--- src/rtl/rational_arithmetic_unit_macros.svh ---
// Assertion helpers for the rational arithmetic unit.
`ifndef RATIONAL_ARITHMETIC_UNIT_MACROS_SVH
`define RATIONAL_ARITHMETIC_UNIT_MACROS_SVH

// Same-cycle implication, disabled during reset.
`define RAU_ASSERT_NOW(label, clk, rst_n, ante, cons) \
  label: assert property (@(posedge clk) disable iff (!rst_n) (ante) |-> (cons)) \
    else $error("rational_arithmetic_unit: assertion failed");

// Next-cycle implication, disabled during reset.
`define RAU_ASSERT_NEXT(label, clk, rst_n, ante, cons) \
  label: assert property (@(posedge clk) disable iff (!rst_n) (ante) |=> (cons)) \
    else $error("rational_arithmetic_unit: assertion failed");

`endif

--- src/rtl/rau_pkg.sv ---
// ----------------------------------------------------------------------------
// rau_pkg
// Shared constants and types of the rational arithmetic unit.
// ----------------------------------------------------------------------------
package rau_pkg;

  localparam int PART_WIDTH_DEF = 32;

  typedef logic [2:0] func_t;
  typedef logic [1:0] status_t;

  localparam func_t FN_ADD = 3'd0;
  localparam func_t FN_SUB = 3'd1;
  localparam func_t FN_MUL = 3'd2;
  localparam func_t FN_DIV = 3'd3;

  localparam status_t ST_OK       = 2'd0;
  localparam status_t ST_ZERO_DEN = 2'd1;
  localparam status_t ST_OVERFLOW = 2'd2;

endpackage

--- src/rtl/rau_divider.sv ---
// ----------------------------------------------------------------------------
// rau_divider
// Restoring unsigned divider, one quotient bit per cycle.
// ----------------------------------------------------------------------------
module rau_divider #(
  parameter int W = 66
) (
  input  logic         clk,
  input  logic         rst_n,
  input  logic         start,
  input  logic [W-1:0] dividend,
  input  logic [W-1:0] divisor,
  output logic         done,
  output logic [W-1:0] quotient
);

  localparam int CW = $clog2(W);

  logic [W-1:0]  quo_r;
  logic [W-1:0]  rem_r;
  logic [CW-1:0] cnt_r;
  logic          run_r;
  logic          done_r;
  logic [W:0]    trial;
  logic [W:0]    diff;
  logic          ge;

  assign trial = {rem_r, quo_r[W-1]};
  assign diff  = trial - {1'b0, divisor};
  assign ge    = (trial >= {1'b0, divisor});

  always_ff @(posedge clk) begin
    if (!rst_n) begin
      run_r  <= 1'b0;
      done_r <= 1'b0;
    end else begin
      done_r <= 1'b0;
      if (start) begin
        run_r <= 1'b1;
      end else if (run_r && (cnt_r == CW'(W - 1))) begin
        run_r  <= 1'b0;
        done_r <= 1'b1;
      end
    end
  end

  always_ff @(posedge clk) begin
    if (start) begin
      quo_r <= dividend;
      rem_r <= '0;
      cnt_r <= '0;
    end else if (run_r) begin
      // shift in the next dividend bit, keep the difference when it fits
      rem_r <= ge ? diff[W-1:0] : trial[W-1:0];
      quo_r <= {quo_r[W-2:0], ge};
      cnt_r <= cnt_r + CW'(1);
    end
  end

  assign done     = done_r;
  assign quotient = quo_r;

endmodule

--- src/rtl/rational_arithmetic_unit.sv ---
// ----------------------------------------------------------------------------
// rational_arithmetic_unit
// Add, subtract, multiply, divide or normalize fractions, reduced by GCD.
// ----------------------------------------------------------------------------
// One request at a time: a request is taken when start is high and busy is
// low, and busy stays high until out_valid pulses for one cycle with the
// reduced result; the receiver cannot stall. With M = PART_WIDTH+1 and
// W = 2*PART_WIDTH+2, the steps are three shift-add multiplies of M-bit
// parts (a load state, then the add states), one sum state, a binary GCD on
// W-bit values, then two restoring divides. A zero denominator or a zero
// numerator returns right after the sum state.
// ----------------------------------------------------------------------------
`include "rational_arithmetic_unit_macros.svh"

module rational_arithmetic_unit #(
  parameter int PART_WIDTH = rau_pkg::PART_WIDTH_DEF
) (
  input  logic                  clk,
  input  logic                  rst_n,
  input  logic                  start,
  output logic                  busy,
  input  logic [2:0]            in_func,
  input  logic signed [31:0]    in_left_num,
  input  logic signed [31:0]    in_left_den,
  input  logic signed [31:0]    in_right_num,
  input  logic signed [31:0]    in_right_den,
  output logic                  out_valid,
  output logic signed [31:0]    out_result_num,
  output logic [30:0]           out_result_den,
  output logic [1:0]            out_status
);

  localparam int M  = PART_WIDTH + 1;
  localparam int W  = 2 * PART_WIDTH + 2;
  localparam int MC = $clog2(M);
  localparam int KW = $clog2(W + 1);

  typedef enum logic [2:0] {
    S_IDLE, S_LOAD, S_MUL, S_SUM, S_GCD, S_DIVN, S_DIVD
  } state_t;

  typedef struct packed {
    logic         neg;
    logic [M-1:0] mag;
  } smag_t;

  function automatic smag_t take_part(input logic [31:0] raw);
    smag_t r;
    r.neg = raw[PART_WIDTH-1];
    r.mag = r.neg ? ({1'b1, {PART_WIDTH{1'b0}}} - {1'b0, raw[PART_WIDTH-1:0]})
                  : {1'b0, raw[PART_WIDTH-1:0]};
    return r;
  endfunction

  state_t          state_r;
  logic            busy_r;
  logic            out_valid_r;
  logic [31:0]     res_num_r;
  logic [30:0]     res_den_r;
  rau_pkg::status_t status_r;

  rau_pkg::func_t  func_r;
  smag_t           ln_r, ld_r, rn_r, rd_r;
  logic [1:0]      mi_r;
  logic [W-1:0]    mcand_r;
  logic [M-1:0]    mplier_r;
  logic [W-1:0]    acc_r;
  logic [MC-1:0]   mcnt_r;
  logic            sgn_r;
  logic [W-1:0]    p0_r, p1_r, p2_r;
  logic            p0n_r, p1n_r, p2n_r;
  logic [W-1:0]    num_r, den_r;
  logic            numn_r, denn_r;
  logic [W-1:0]    ga_r, gb_r;
  logic [KW-1:0]   k_r;
  logic [W-1:0]    g_r;
  logic [W-1:0]    nm_r;
  logic            div_start_r;

  smag_t           sel_a, sel_b;
  logic [W-1:0]    acc_nxt;
  logic [W-1:0]    sum_mag;
  logic            sum_neg;
  logic            div_done;
  logic [W-1:0]    div_quo;
  logic [W-1:0]    limit;
  logic            neg;
  logic            ovf;
  logic [W+31:0]   nm_ext, dm_ext;
  logic [31:0]     nm32;

  // operand pairs for the three products of each operation
  always_comb begin
    sel_a = '0;
    sel_b = '0;
    case (func_r)
      rau_pkg::FN_ADD, rau_pkg::FN_SUB: begin
        case (mi_r)
          2'd0: begin sel_a = ln_r; sel_b = rd_r; end
          2'd1: begin
            sel_a = rn_r;
            if (func_r == rau_pkg::FN_SUB) sel_a.neg = !rn_r.neg && (rn_r.mag != '0);
            sel_b = ld_r;
          end
          default: begin sel_a = ld_r; sel_b = rd_r; end
        endcase
      end
      rau_pkg::FN_MUL: begin
        case (mi_r)
          2'd0:    begin sel_a = ln_r; sel_b = rn_r; end
          2'd1:    begin sel_a = '0;   sel_b = '0;   end
          default: begin sel_a = ld_r; sel_b = rd_r; end
        endcase
      end
      rau_pkg::FN_DIV: begin
        case (mi_r)
          2'd0:    begin sel_a = ln_r; sel_b = rd_r; end
          2'd1:    begin sel_a = '0;   sel_b = '0;   end
          default: begin sel_a = ld_r; sel_b = rn_r; end
        endcase
      end
      default: begin
        sel_b.mag = M'(1);
        case (mi_r)
          2'd0:    sel_a = ln_r;
          2'd1:    begin sel_a = '0; sel_b = '0; end
          default: sel_a = ld_r;
        endcase
      end
    endcase
  end

  assign acc_nxt = mplier_r[0] ? (acc_r + mcand_r) : acc_r;

  // signed-magnitude add of the two numerator products
  always_comb begin
    if (p0n_r == p1n_r) begin
      sum_mag = p0_r + p1_r;
      sum_neg = p0n_r;
    end else if (p0_r >= p1_r) begin
      sum_mag = p0_r - p1_r;
      sum_neg = p0n_r;
    end else begin
      sum_mag = p1_r - p0_r;
      sum_neg = p1n_r;
    end
    if (sum_mag == '0) sum_neg = 1'b0;
  end

  rau_divider #(.W(W)) u_div (
    .clk      (clk),
    .rst_n    (rst_n),
    .start    (div_start_r),
    .dividend ((state_r == S_DIVD) ? den_r : num_r),
    .divisor  (g_r),
    .done     (div_done),
    .quotient (div_quo)
  );

  assign limit  = W'(1) << (PART_WIDTH - 1);
  assign neg    = numn_r ^ denn_r;
  assign ovf    = (div_quo > limit - W'(1)) ||
                  (neg ? (nm_r > limit) : (nm_r > limit - W'(1)));
  assign nm_ext = {32'd0, nm_r};
  assign dm_ext = {32'd0, div_quo};
  assign nm32   = nm_ext[31:0];

  always_ff @(posedge clk) begin
    if (!rst_n) begin
      state_r     <= S_IDLE;
      busy_r      <= 1'b0;
      out_valid_r <= 1'b0;
      div_start_r <= 1'b0;
    end else begin
      out_valid_r <= 1'b0;
      div_start_r <= 1'b0;
      case (state_r)
        S_IDLE: begin
          if (start) begin
            func_r  <= in_func;
            ln_r    <= take_part(in_left_num);
            ld_r    <= take_part(in_left_den);
            rn_r    <= take_part(in_right_num);
            rd_r    <= take_part(in_right_den);
            mi_r    <= 2'd0;
            busy_r  <= 1'b1;
            state_r <= S_LOAD;
          end
        end
        S_LOAD: begin
          mcand_r  <= {{(W-M){1'b0}}, sel_a.mag};
          mplier_r <= sel_b.mag;
          sgn_r    <= sel_a.neg ^ sel_b.neg;
          acc_r    <= '0;
          mcnt_r   <= '0;
          state_r  <= S_MUL;
        end
        S_MUL: begin
          acc_r    <= acc_nxt;
          mcand_r  <= mcand_r << 1;
          mplier_r <= mplier_r >> 1;
          mcnt_r   <= mcnt_r + MC'(1);
          if (mcnt_r == MC'(M - 1)) begin
            case (mi_r)
              2'd0:    begin p0_r <= acc_nxt; p0n_r <= sgn_r; end
              2'd1:    begin p1_r <= acc_nxt; p1n_r <= sgn_r; end
              default: begin p2_r <= acc_nxt; p2n_r <= sgn_r; end
            endcase
            mi_r    <= mi_r + 2'd1;
            state_r <= (mi_r == 2'd2) ? S_SUM : S_LOAD;
          end
        end
        S_SUM: begin
          num_r  <= sum_mag;
          numn_r <= sum_neg;
          den_r  <= p2_r;
          denn_r <= p2n_r;
          ga_r   <= sum_mag;
          gb_r   <= p2_r;
          k_r    <= '0;
          if (p2_r == '0) begin
            res_num_r   <= '0;
            res_den_r   <= '0;
            status_r    <= rau_pkg::ST_ZERO_DEN;
            out_valid_r <= 1'b1;
            busy_r      <= 1'b0;
            state_r     <= S_IDLE;
          end else if (sum_mag == '0) begin
            res_num_r   <= '0;
            res_den_r   <= 31'd1;
            status_r    <= rau_pkg::ST_OK;
            out_valid_r <= 1'b1;
            busy_r      <= 1'b0;
            state_r     <= S_IDLE;
          end else begin
            state_r <= S_GCD;
          end
        end
        S_GCD: begin
          // binary GCD: one shift or one subtract per cycle
          if (ga_r == '0 || gb_r == '0) begin
            g_r         <= ((ga_r == '0) ? gb_r : ga_r) << k_r;
            div_start_r <= 1'b1;
            state_r     <= S_DIVN;
          end else if (!ga_r[0] && !gb_r[0]) begin
            ga_r <= ga_r >> 1;
            gb_r <= gb_r >> 1;
            k_r  <= k_r + KW'(1);
          end else if (!ga_r[0]) begin
            ga_r <= ga_r >> 1;
          end else if (!gb_r[0]) begin
            gb_r <= gb_r >> 1;
          end else if (ga_r >= gb_r) begin
            ga_r <= ga_r - gb_r;
          end else begin
            gb_r <= gb_r - ga_r;
          end
        end
        S_DIVN: begin
          if (div_done) begin
            nm_r        <= div_quo;
            div_start_r <= 1'b1;
            state_r     <= S_DIVD;
          end
        end
        S_DIVD: begin
          if (div_done) begin
            if (ovf) begin
              res_num_r <= '0;
              res_den_r <= '0;
              status_r  <= rau_pkg::ST_OVERFLOW;
            end else begin
              res_num_r <= neg ? (32'd0 - nm32) : nm32;
              res_den_r <= dm_ext[30:0];
              status_r  <= rau_pkg::ST_OK;
            end
            out_valid_r <= 1'b1;
            busy_r      <= 1'b0;
            state_r     <= S_IDLE;
          end
        end
        default: begin
          busy_r  <= 1'b0;
          state_r <= S_IDLE;
        end
      endcase
    end
  end

  assign busy           = busy_r;
  assign out_valid      = out_valid_r;
  assign out_result_num = res_num_r;
  assign out_result_den = res_den_r;
  assign out_status     = status_r;

  `RAU_ASSERT_NOW(a_fail_zeroed, clk, rst_n, out_valid && out_status != rau_pkg::ST_OK, out_result_num == 32'd0 && out_result_den == 31'd0)
  `RAU_ASSERT_NOW(a_ok_den_pos, clk, rst_n, out_valid && out_status == rau_pkg::ST_OK, out_result_den != 31'd0)
  `RAU_ASSERT_NOW(a_done_idle, clk, rst_n, out_valid, !busy)
  `RAU_ASSERT_NEXT(a_take_busy, clk, rst_n, start && !busy, busy)

endmodule

--- config.mk ---
export PLATFORM = sky130hd
export DESIGN_NAME = rational_arithmetic_unit
export DESIGN_NICKNAME = d
export VERILOG_FILES = /design/src/rtl/rau_pkg.sv /design/src/rtl/rau_divider.sv /design/src/rtl/rational_arithmetic_unit.sv
export VERILOG_INCLUDE_DIRS = /design/src /design/src/rtl
export SDC_FILE = /design/constraint.sdc
export NUM_CORES = 2
export LEC_CHECK = 0
export ABC_AREA = 1
export BUFFER_PORTS_ARGS = -buffer_cell sky130_fd_sc_hd__clkbuf_2
export CELL_PAD_IN_SITES_DETAIL_PLACEMENT = 2
export CELL_PAD_IN_SITES_GLOBAL_PLACEMENT = 2
export CORE_UTILIZATION = 38
export DETAILED_ROUTE_END_ITERATION = 10
export GPL_TIMING_DRIVEN = 0
export PLACE_DENSITY_LB_ADDON = 0.1
export SYNTH_ARGS = -nofsm -noshare
export SYNTH_HDL_FRONTEND = slang
export SYNTH_SLANG_ARGS = --single-unit
export TNS_END_PERCENT = 30
--- constraint.sdc ---
create_clock -name clk -period 15 [get_ports clk]
set_clock_uncertainty 0.05 [all_clocks]
set_input_delay 1.5 -clock clk [delete_from_list [all_inputs] [get_ports clk]]
set_output_delay 1.5 -clock clk [all_outputs]
set_load 0.01 [all_outputs]
==> metrics.md <==
| Metric | Value |
|---|---|
| Status | `finished, violations left` |
| Violated checks | `capacitance limit, slew limit` |
| Hold slack | `0.3799 ns` |
| Initial Utilization | `0.3833` |
| Worst Slack Setup Final | `around 8 ns` |
| Post-Synthesis Cells | `11980` |
| Leak Pwr | `43.25 nW` |
| Crit end category | `register` |
| Largest net degree at the start of global routing | `58` |
| DP Worst Slack | `8.664 ns` |
| Post-synth EDFFs | `around 1100` |
| First-pass GRT wire length | `roughly 730000 um` |
| Number of port buffers | `200` |
| Max-Cap Viols | `3` |
| CP arrival | `~7.5 ns` |
| CTS tree | `yes` |
| Filler Cell Count | `26760` |
| Crit Path Class | `register to register` |
| WL final | `527300 um` |
| Synth cell types | `69` |
| CORE AREA | `227900 sq um` |
| Post-synth top area cell | `edfxtp_1` |
| RSZ-0062 raised after global routing | `no` |
| Post-synth ARST share | `0` |
| GRT Util Overall | `0.4407` |
| CTS Buf Count | `approximately 140` |
| Setup bufs post-CTS | `0` |
| Share of cells above drive strength 1 | `0.06440` |
| Post-synth top cells | `nand2_1, inv_1, nor2_1` |
| Highest net fanout along the worst path | `36` |
| Die footprint | `231900 sq um` |
| NumNets Final | `12970` |
| Antenna violations before repair | `77` |
| H-tree Lvls | `4` |
| Wire length per cell | `33.94 um` |
| Fmax | `between 0.1 and 0.15 GHz` |
| Grt total ovfl | `0` |
| Cells resized by post-CTS repair | `0` |
| Post-layout util | `0.4293` |
| Sequential area share after synthesis | `0.3794` |
| CTS Sinks | `1131` |
| Initial DRC count | `9952` |
| Detailed Place HPWL | `roughly 430000 um` |
| Placed cell count | `15230` |
| Yosys reg bits | `1131` |
| Root buffer cell | `clkbuf_16` |
| PD cells | `119.8 nW/um^2` |
| Final Slew Violations | `25` |
| Area Growth Syn to Fin | `11.99%` |
| Gpl congestion | `1.024` |
| Min-Delay Path Class | `register to register` |
| Setup Viol. Count Final | `0` |
| Data required, critical path | `15.46 ns` |
| Avg Vias per Cell | `6.115` |
| Dominant synthesized flop cell | `edfxtp_1` |
| Syn avg cell area | `about 7.3 sq um` |
| Tcrit/Tclk final | `0.4669` |
| Startpoint class of the critical path | `register` |
| Worst skew pair latency | `0.88 ns` |
| Share of the synthesized area in the top cell type | `0.3609` |
| Hold_buf cts | `0` |
| Drt first pass iters | `6` |
| IO Count | `between 200 and 250` |
| Post-route insts no fill | `15540` |
| Vias | `between 90000 and 100k` |
| Post-route ant nets | `0` |
| Die span in x | `481.5 um` |
| Cell Area, Synth | `87370 sq um` |
| Worst Max-Slew Pin Slew | `1.591 ns` |
| Worst vdd ir | `a little over 0.0001 V` |
| Tmin final | `7.004 ns` |
| Slew headroom | `-0.07163` |
| Count leader, synth | `nand2_1` |
| Vias in the first global route | `98190` |
| Maximum clock insertion buffer count | `3` |
| Die height | `481.5 um` |
| Row Count | `175` |
| DRC errors left | `0` |
| Synth warn | `0` |
| Hold Violations, Final | `0` |
| CTS clock-pin slew for the worst setup and hold paths | `~0.070 ns` |
| Dominant cells by area after synthesis | `edfxtp_1, nand2_1, inv_1` |
==> cell usage in the layout (no fill, tap or decap), types with 21 or more instances in the layout <==
| cell | n |
|---|---|
| a21boi_0 | 23 |
| a21o_1 | 21 |
| a21oi_1 | 875 |
| a221oi_1 | 62 |
| a31oi_1 | 73 |
| a32o_1 | 47 |
| buf_1 | 39 |
| buf_12 | 25 |
| buf_2 | 56 |
| buf_4 | 35 |
| buf_6 | 25 |
| clkbuf_1 | 262 |
| clkbuf_16 | 137 |
| clkbuf_2 | 210 |
| clkinv_1 | 24 |
| dfxtp_1 | 81 |
| diode_2 | 59 |
| edfxtp_1 | 1050 |
| ha_1 | 473 |
| inv_1 | 1915 |
| nand2_1 | 2959 |
| nand2_2 | 47 |
| nand3_1 | 510 |
| nand3_2 | 21 |
| nand4_1 | 109 |
| nor2_1 | 1187 |
| nor2_2 | 29 |
| nor3_1 | 125 |
| nor4_1 | 92 |
| o211ai_1 | 107 |
| o21a_1 | 56 |
| o21ai_0 | 857 |
| o21ai_1 | 43 |
| o21bai_1 | 51 |
| o221ai_1 | 68 |
| o22ai_1 | 44 |
| o31ai_1 | 28 |
| or2_2 | 84 |
| xnor2_1 | 104 |
| xor2_1 | 268 |
==> layout make-up <==
cell class | instances | area [sq um] | area share
clock inverters | 80 | 1164 | 0.01189
inverters | 1945 | 7306 | 0.07466
flip-flops and latches | 1131 | 33150 | 0.3388
repair buffers | 243 | 1728 | 0.01766
diodes | 59 | 147.6 | 0.001509
plain buffers | 388 | 1827 | 0.01867
multi-input cells | 8514 | 45190 | 0.4619
well taps | 3009 | 3765 | 0.03848
clock buffers | 168 | 3565 | 0.03643
==> registers in the layout, indices dropped and copies added (netlist names), 6 cells and up <==
signal / count
p1_r: 66
p2_r: 66
mcand_r: 66
ga_r: 66
acc_r: 66
mplier_r: 33
gb_r: 66
mcnt_r: 6
ld_r: 34
u_div.cnt_r: 7
k_r: 7
out_result_num: 32
ln_r: 34
out_result_den: 31
u_div.rem_r: 66
den_r: 66
u_div.quotient: 66
rd_r: 34
nm_r: 66
num_r: 66
g_r: 66
rn_r: 34
p0_r: 66
==> power by group <==
| part | total [W] | switching [W] | leakage, nW | internal [W] |
|---|---|---|---|---|
| logic | 0.00390 | 0.00302 | 30.9 | 0.000882 |
| registers | 0.00414 | 0.000223 | 10.1 | 0.00392 |
| clock network | 0.00368 | 0.00164 | 2.26 | 0.00204 |
| total | 0.0117 | 0.00488 | 43.3 | 0.00684 |
==> kinds of logic (layout without fill, tap and decap cells) <==
logic type / Yosys count / after routing / share of synthesized area
xor+xnor: 372 / 372 / 0.03729
compound gates: 2407 / 2407 / 0.1581
fa+ha+maj: 480 / 480 / 0.06934
flops: 1131 / 1131 / 0.3794
mux: 19 / 19 / 0.002177
buf+inv: 2333 / 2824 / 0.1045
other cells: 1 / 63 / 0.00004292
simple gates: 5232 / 5232 / 0.2492
==> worst max-delay path, stage by stage (launching register included) <==
cell and delay, ns:
edfxtp_1 0.41, inv_1 0.11, ha_1 0.33, buf_2 0.44, nand2_1 0.17, nor2_1 0.96, a21oi_1 0.57, nor2_1 0.22
nor2_1 0.12, nor2_1 0.16, nor2_1 0.06, nand2_1 0.08, xor2_1 0.07, nand2_1 0.07, nand2_1 0.05, a21oi_1 1.03
nand3_1 0.27, nor2_2 0.21, nand2_1 0.16, nand2_1 0.09, nand2_1 0.22, a21oi_4 0.25, buf_12 0.25, buf_12 0.25
==> per-stage QoR <==
stage	TNS [ns]	cell area, sq um	power (W)
detailed placement	0	92970	0.007825
floorplan	0	87390	0.006044
global route	0	97750	0.01192
CTS	0	97700	0.01151
finish	0	97850	0.01172
global placement	-275.45	92150	0.007664
==> metal layers <==
layer / global-route usage / wire length (um) / vias to the layer above
li1: - / - / 40350
met4: 0.2599 / 34560 / 58
met3: 0.1168 / 52180 / 1347
met1: 0.5559 / 209900 / 48130
met2: 0.6743 / 230200 / 5127
met5: 0.005800 / 469 / -
==> path summary, 6_finish.rpt <==
check	start	to	slack, ns	depth (start not counted)
setup / recovery	p0_r[36]$_DFFE_PP_	out_result_num[25]$_SDFFCE_PP0P_	8.00	23
hold / removal	u_div.quotient[21]$_DFFE_PP_	nm_r[21]$_DFFE_PP_	0.38	0
setup reg to reg	p0_r[36]$_DFFE_PP_	out_result_num[25]$_SDFFCE_PP0P_	8.00	23
hold reg to reg	u_div.quotient[21]$_DFFE_PP_	nm_r[21]$_DFFE_PP_	0.38	0
Note: power is estimated with default switching activity, not from simulation.
